File: config.mk
export PLATFORM = sky130hd
export DESIGN_NAME = mcmf_ram
export DESIGN_NICKNAME = d
export VERILOG_FILES = /design/src/rtl/min_cost_max_flow_engine_assert.svh /design/src/rtl/mcmf_ram.sv
export SDC_FILE = /design/constraint.sdc
export NUM_CORES = 1
export LEC_CHECK = 0
export BUFFER_PORTS_ARGS = -buffer_cell sky130_fd_sc_hd__buf_2
export CAP_MARGIN = 30
export CORE_MARGIN = 2
export CORE_UTILIZATION = 54
export CTS_CLUSTER_DIAMETER = 50
export DETAILED_ROUTE_END_ITERATION = 10
export GPL_TIMING_DRIVEN = 0
export PLACE_DENSITY = 0.72
export RECOVER_POWER = 50
export SLEW_MARGIN = 20
export SYNTH_ARGS = -nofsm -noshare
export SYNTH_HDL_FRONTEND = slang
export SYNTH_SLANG_ARGS = --single-unit
File: constraint.sdc
create_clock -name i_clk -period 3.45 [get_ports i_clk]
set_input_delay 0.5175 -clock i_clk [delete_from_list [all_inputs] [get_ports i_clk]]
set_output_delay 0.5175 -clock i_clk [all_outputs]
set_load 0.02 [all_outputs]
File: src/rtl/min_cost_max_flow_engine_assert.svh
// assertion macros for the min-cost max-flow engine
// needs a clock named i_clk and an active-low reset named i_rst_n in scope
`ifndef MIN_COST_MAX_FLOW_ENGINE_ASSERT_SVH
`define MIN_COST_MAX_FLOW_ENGINE_ASSERT_SVH

// condition in the same cycle implies consequence
`define MCMF_ASSERT_SAME(label, cond, cons, msg) \
    label: assert property (@(posedge i_clk) disable iff (!i_rst_n) (cond) |-> (cons)) \
        else $error(msg);

// condition implies consequence in the next cycle
`define MCMF_ASSERT_NEXT(label, cond, cons, msg) \
    label: assert property (@(posedge i_clk) disable iff (!i_rst_n) (cond) |=> (cons)) \
        else $error(msg);

`endif

File: src/rtl/mcmf_ram.sv
// generic simple dual-port ram, one write and one registered read port
// no dependencies
module mcmf_ram #(
    parameter int WIDTH = 8,
    parameter int DEPTH = 16,
    localparam int AW   = (DEPTH > 1) ? $clog2(DEPTH) : 1
) (
    input  logic             i_clk,
    input  logic             i_we,
    input  logic [AW-1:0]    i_waddr,
    input  logic [WIDTH-1:0] i_wdata,
    input  logic [AW-1:0]    i_raddr,
    output logic [WIDTH-1:0] o_rdata
);

    logic [WIDTH-1:0] r_mem [DEPTH];
    logic [WIDTH-1:0] r_rdata;

    always_ff @(posedge i_clk) begin
        if (i_we) begin
            r_mem[i_waddr] <= i_wdata;
        end
        r_rdata <= r_mem[i_raddr];
    end

    assign o_rdata = r_rdata;

endmodule
==> metrics.md, run 1 <==
| Metric | Value |
|---|---|
| Crit-path cells | buf_2 > or3b_2 > nor2_1 |
| RSZ-0062 raised after global routing | false |
| CTS HTree Levels | 4 |
| Worst VDD drop | about 430 uV |
| Setup crit end kind | register |
| Total GRT Usage | 20.50% |
| Critical-path top delay cell | nor2_1 |
| Drt drc | 0 |
| Row cnt | 35 |
| Worst Hold Class | in -> reg |
| # setup viols final | 0 |
| Total gr overflow | 0 |
| Hold Vio Cnt, Final | 0 |
| Global placer's final weighted congestion | 0.7132 |
| CTS clock-pin slew for the worst setup and hold paths | 0.06 ns |
| CTS root buf | clkbuf_8 |
| CP Max Fanout | 8 |
| Dominant cell type by area after synthesis | edfxtp_1 |
| Drt via density | 5.740 |
| # hold bufs at CTS | 0 |
| Die Ht | 101.6 um |
| Vias | 2382 |
| DRT antenna net count | 0 |
| Hold Slack | 0.5040 ns |
| # clock sinks | 136 |
| Max clock buf depth | 2 |
| Area growth syn-to-layout | 17.74% |
| Post-Synthesis Mean Instance Area | 22.48 um^2 |
| Post-synth top cells | 128 x edfxtp_1, 18 x mux4_2, 16 x a22oi_1 |
| Setup Skew | between 0.004 and 0.005 ns |
| Max-Cap Viols | 0 |
| Final Non-Filler Cells | 415 |
| Crit-path leading delay family | simple AND/OR/NAND/NOR gates |
| Core Util, Final | 65.59% |
| Synthesized area | 5147 um^2 |
| Post_cts resized | 0 |
| Core area | 9240 um^2 |
| Fin crit share | 48.58% |
| Final critical-path required period | 1.676 ns |
| Initial antenna violation count | 0 |
| Synth cell types | 19 |
| Worst Slack Setup Final | 1.774 ns |
| Post-synthesis async set-or-reset flop share | 0% |
| Total setup buffers inserted after CTS | 0 |
| Area share of the largest cell type after synthesis | approximately three quarters |
| Setup_tns | 0 ns |
| Cells after synthesis | 229 |
| Ports | 26 |
| Vias in the first global route | 2419 |
| Initial Util | 55.71% |
| Yosys reg bits | 136 |
| Leakage | between 2 and 2.5 nW |
| Die area | 10330 um^2 |
| Most numerous cell in the Yosys netlist | edfxtp_1 |
| Detailed Route WL | 9.427 mm |
| Syn Nets | approximately 250 |
| Starting DRC count in detailed routing | 310 |
| Post-synthesis sequential area ratio | 77.78% |
| DP HPWL | 5.908 mm |
| Critical Path RT | 3.58 ns |
| N_diodes | 0 |
| Crit path kind | in -> reg |
| Port bufs | 24 |
| PwrDens | 643.4 nW/um^2 |
| Die width | 101.6 um |
| TritonCTS clock tree | done |
| CP arrival | between 1.5 and 2 ns |
| Multi-input logic area | about 1100 um^2 |
| Yosys warns | 0 |
| Max Freq | between 500 and 600 MHz |
| Avg WL per Cell | roughly 23 um |
| Slew Viols, Final | 0 |
| Fillers | 603 |
| Ys flop type | edfxtp_1 |
| Clk_lat worst skew | 0.51 ns |
| Cells after DPL | 383 |
| Worst setup SP type | input port |
| Buffers & Inverters on Critical Path | 1 |
| Largest cells by area after synthesis | edfxtp_1 75%, mux4_2 7.9%, mux4_1 7.1% |
| Register Area | 4004 um^2 |
| Outcome | finished, final reports clean |
| Slowest stage delay, CP | 0.64 ns |
| First-pass GRT wire length | between 10 and 15 mm |
| Share of cells above drive strength 1 | 27.27% |
| Largest net degree at the start of global routing | 17 |
| Fin area | 6061 um^2 |
| Total power | 3.900 mW |
| CTS buffer count | 17 |
| Number of synthesized flops with an enable pin | 128 |
| Post-DP Area | 5449 um^2 |
| Drt pass-1 iters | 4 |
| Nets | 291 |
| Worst Tran Pin Value | 1.134 ns |
| Pre-CTS worst setup slack | 1.255 ns |
| Max-slew headroom | 23.81% |
placed cells by master (no fill, tap or decap), types with 4 or more instances in the layout:
master / instances
clkbuf_8: 4
buf_2: 19
dfxtp_1: 8
mux4_1: 14
nor2_1: 13
edfxtp_1: 128
mux4_2: 18
a22oi_1: 16
nand2_1: 9
bufinv_16: 4
clkbuf_1: 10
clkbuf_16: 16
where the power goes:
part | switching (mW) | internal, mW
logic | 0.113 | 0.0720
registers | 0.00834 | 1.85
clock network | 0.627 | 1.23
total | 0.748 | 3.15
flip-flops by register name, indices dropped and copies added (netlist names):
register  flops
r_mem       128
o_rdata       8
worst paths after layout:
kind | from | endpoint | slack, ns | cells past startpoint
worst max-delay path | i_waddr[2] | r_mem[2][1] | 1.77 | 3
worst min register to register | r_mem[0][1] | o_rdata[1] | 0.69 | 3
worst max register to register | r_mem[15][7] | o_rdata[7] | 2.05 | 3
worst min-delay path | i_waddr[1] | r_mem[0][7] | 0.50 | 2
metal layers:
| layer | wire (um) | global-route usage [%] | vias to the layer above | part of all wire [%] |
|---|---|---|---|---|
| li1 | - | - | 1062 | - |
| met1 | 4141 | 28.59 | 1226 | 44 |
| met2 | 4558 | 30.77 | 82 | 48 |
| met3 | 621 | 6.142 | 12 | 6.6 |
| met4 | 105 | 8.420 | 0 | 1.1 |
| met5 | 0 | 0 | - | 0 |
cell families after synthesis:
group,after synthesis,share of synthesized area (%)
mux,32,15.02
buf+inv,10,1.677
compound gates,16,2.334
flops,136,77.78
simple gates,35,3.184
cell type report:
class | count | share of cell area, %
repair buffers | 25 | 1.879
multi-input cells | 83 | 17.61
plain buffers | 10 | 1.424
clock inverters | 11 | 2.787
flip-flops and latches | 136 | 66.06
clock buffers | 21 | 7.576
well taps | 129 | 2.663
Power figures use the tool's default switching activity.
==> inputs of run 2 (changes only) <==
==> constraint.sdc (replaced) <==
create_clock -name i_clk -period 1.57 [get_ports i_clk]
set_input_delay 0.2355 -clock i_clk [delete_from_list [all_inputs] [get_ports i_clk]]
set_output_delay 0.2355 -clock i_clk [all_outputs]
set_load 0.02 [all_outputs]
==> run 2 against run 1 <==
  * Cell count is 0.24% lower
  * Clock-buffer cell count is 2 lower
  * Utilization down 0.24 points
  * Non-clock buffer count is 1 lower
==> metrics.md, run 2 (synthesized netlist as in run 1, its figures left out) <==
| Metric | Value |
|---|---|
| Final critical-path required period | around 1.5 ns |
| # setup viols final | 0 |
| Power share of the sequential group | 48.1% |
| Total gr overflow | 0 |
| First-pass GRT wire length | roughly 14 mm |
| Starting DRC count in detailed routing | 250 |
| Worst setup SP type | input port |
| Row cnt | 35 |
| Commonest non-fill, non-tap cell in the layout | edfxtp_1 |
| Area growth syn-to-layout | 17.31% |
| Max Freq | roughly 670 MHz |
| Total power | 8.478 mW |
| Vias in the first global route | around 2400 |
| CP arrival | 1.62 ns |
| Core area | 9240 um^2 |
| Worst Hold Class | in -> reg |
| PwrDens | 1404 nW/um^2 |
| Max-slew headroom | 42.08% |
| Setup_tns | 0 ns |
| TritonCTS clock tree | done |
| Global placer's final weighted congestion | 0.7066 |
| Cells after DPL | 382 |
| Leakage | 2.004 nW |
| Critical Path RT | around 1.7 ns |
| Core Util, Final | 65.35% |
| Share of cells above drive strength 1 | 27.02% |
| Max FFs per register | 128 |
| DRT antenna net count | 0 |
| CTS buffer count | 17 |
| Clock power share | a little under half |
| Fin crit share | 94.87% |
| Post_cts resized | 0 |
| Drt via density | ~5.7 |
| Sw frac | 19.95% |
| Detailed Route WL | 9.773 mm |
| CP Max Fanout | 8 |
| DP HPWL | 5.913 mm |
| Drt drc | 0 |
| Hold Slack | 0.2215 ns |
| Avg WL per Cell | 23.61 um |
| Ports | 26 |
| Power Internal | between 6 and 7 mW |
| Total setup buffers inserted after CTS | 0 |
| Initial antenna violation count | 0 |
| Psw | 1.692 mW |
| Most frequent cells in the layout | 128 x edfxtp_1, 18 x buf_2, 18 x mux4_2, 16 x a22oi_1, 16 x clkbuf_16 |
| Clk_lat worst skew | 0.50 ns |
| Max clock buf depth | 2 |
| Reg with most FFs | r_mem |
| CTS HTree Levels | 4 |
| Max-Cap Viols | 0 |
| Port bufs | 24 |
| Largest net degree at the start of global routing | 17 |
| Fillers | 600 |
| Outcome | finished, final reports clean |
| Drt pass-1 iters | 5 |
| Vias | 2377 |
| Setup crit end kind | register |
| CTS root buf | clkbuf_8 |
| Die Ht | 101.6 um |
| RSZ-0062 raised after global routing | false |
| Total GRT Usage | 20.50% |
| Die width | ~100 um |
| Die area | 10330 um^2 |
| Slew Viols, Final | 0 |
| Comb pwr share | approximately 4.8% |
| Final Non-Filler Cells | 414 |
| N_diodes | 0 |
| # hold bufs at CTS | 0 |
| Initial Util | 55.71% |
| CTS clock-pin slew for the worst setup and hold paths | 0.06 ns |
| Setup Skew | 0.005430 ns |
| Worst VDD drop | 633.0 uV |
| Crit path kind | in -> reg |
| # clock sinks | 136 |
| Worst Tran Pin Value | 0.8655 ns |
| Nets | 290 |
| Hold Vio Cnt, Final | 0 |
## run 2: changes by cell type in the layout (fill, tap and decap cells not counted), moves of 2 or more
cell        change
clkbuf_8        -3
nor3_1          -2
nor3_2          +2
clkinvlp_4      +2
## run 2: layout make-up
class / count / area, um^2 / area share (%)
Buffer: 10 / 86.33 / 1.430
Multi-Input combinational cell: 83 / 1077 / 17.84
Timing Repair Buffer: 24 / 108.9 / 1.803
Clock inverter: 13 / 178.9 / 2.963
Clock buffer: 19 / 421.7 / 6.983
Tap cell: 129 / 161.4 / 2.673
Sequential cell: 136 / 4004 / 66.31
## run 2: critical path, cell delays in order
cell,delay (ns)
clkbuf_1,0.13
or3b_2,0.55
nor2_1,0.69
## run 2: routing by layer
| metal | GRT usage (%) | share of wire [%] | vias to the layer above |
|---|---|---|---|
| met5 | 0 | 0 | - |
| met4 | 7.069 | 1.6 | 0 |
| met3 | 6.349 | 7.6 | 11 |
| met2 | 31.12 | 49 | 91 |
| met1 | 28.70 | 41 | 1215 |
| li1 | - | - | 1060 |
## run 2: power groups by stage
stage	logic (mW)	registers [mW]	clock network, mW
global placement	0.400	4.15	0
global route	0.436	4.09	4.17
detailed placement	0.412	4.15	0
CTS	0.417	4.08	4.03
floorplan	0.206	4.18	0
finish	0.409	4.08	3.99
## run 2: per-stage QoR
stage | setup slack (ns) | cell area [um^2]
finish | 0.08054 | 6038
global route | 0.03887 | 6038
CTS | 0.1095 | 6050
detailed placement | -0.3780 | 5449
global placement | -0.4150 | 5434
floorplan | 0.06835 | 5152
## run 2: worst paths after layout
| path | start | to | slack, ns | cells past startpoint |
|---|---|---|---|---|
| worst max-delay path | i_we | r_mem[3][4] | 0.08 | 3 |
| worst min-delay path | i_raddr[1] | o_rdata[7] | 0.22 | 4 |
| worst min register to register | r_mem[8][1] | o_rdata[1] | 0.68 | 3 |
| worst max register to register | r_mem[5][0] | o_rdata[0] | 0.14 | 3 |
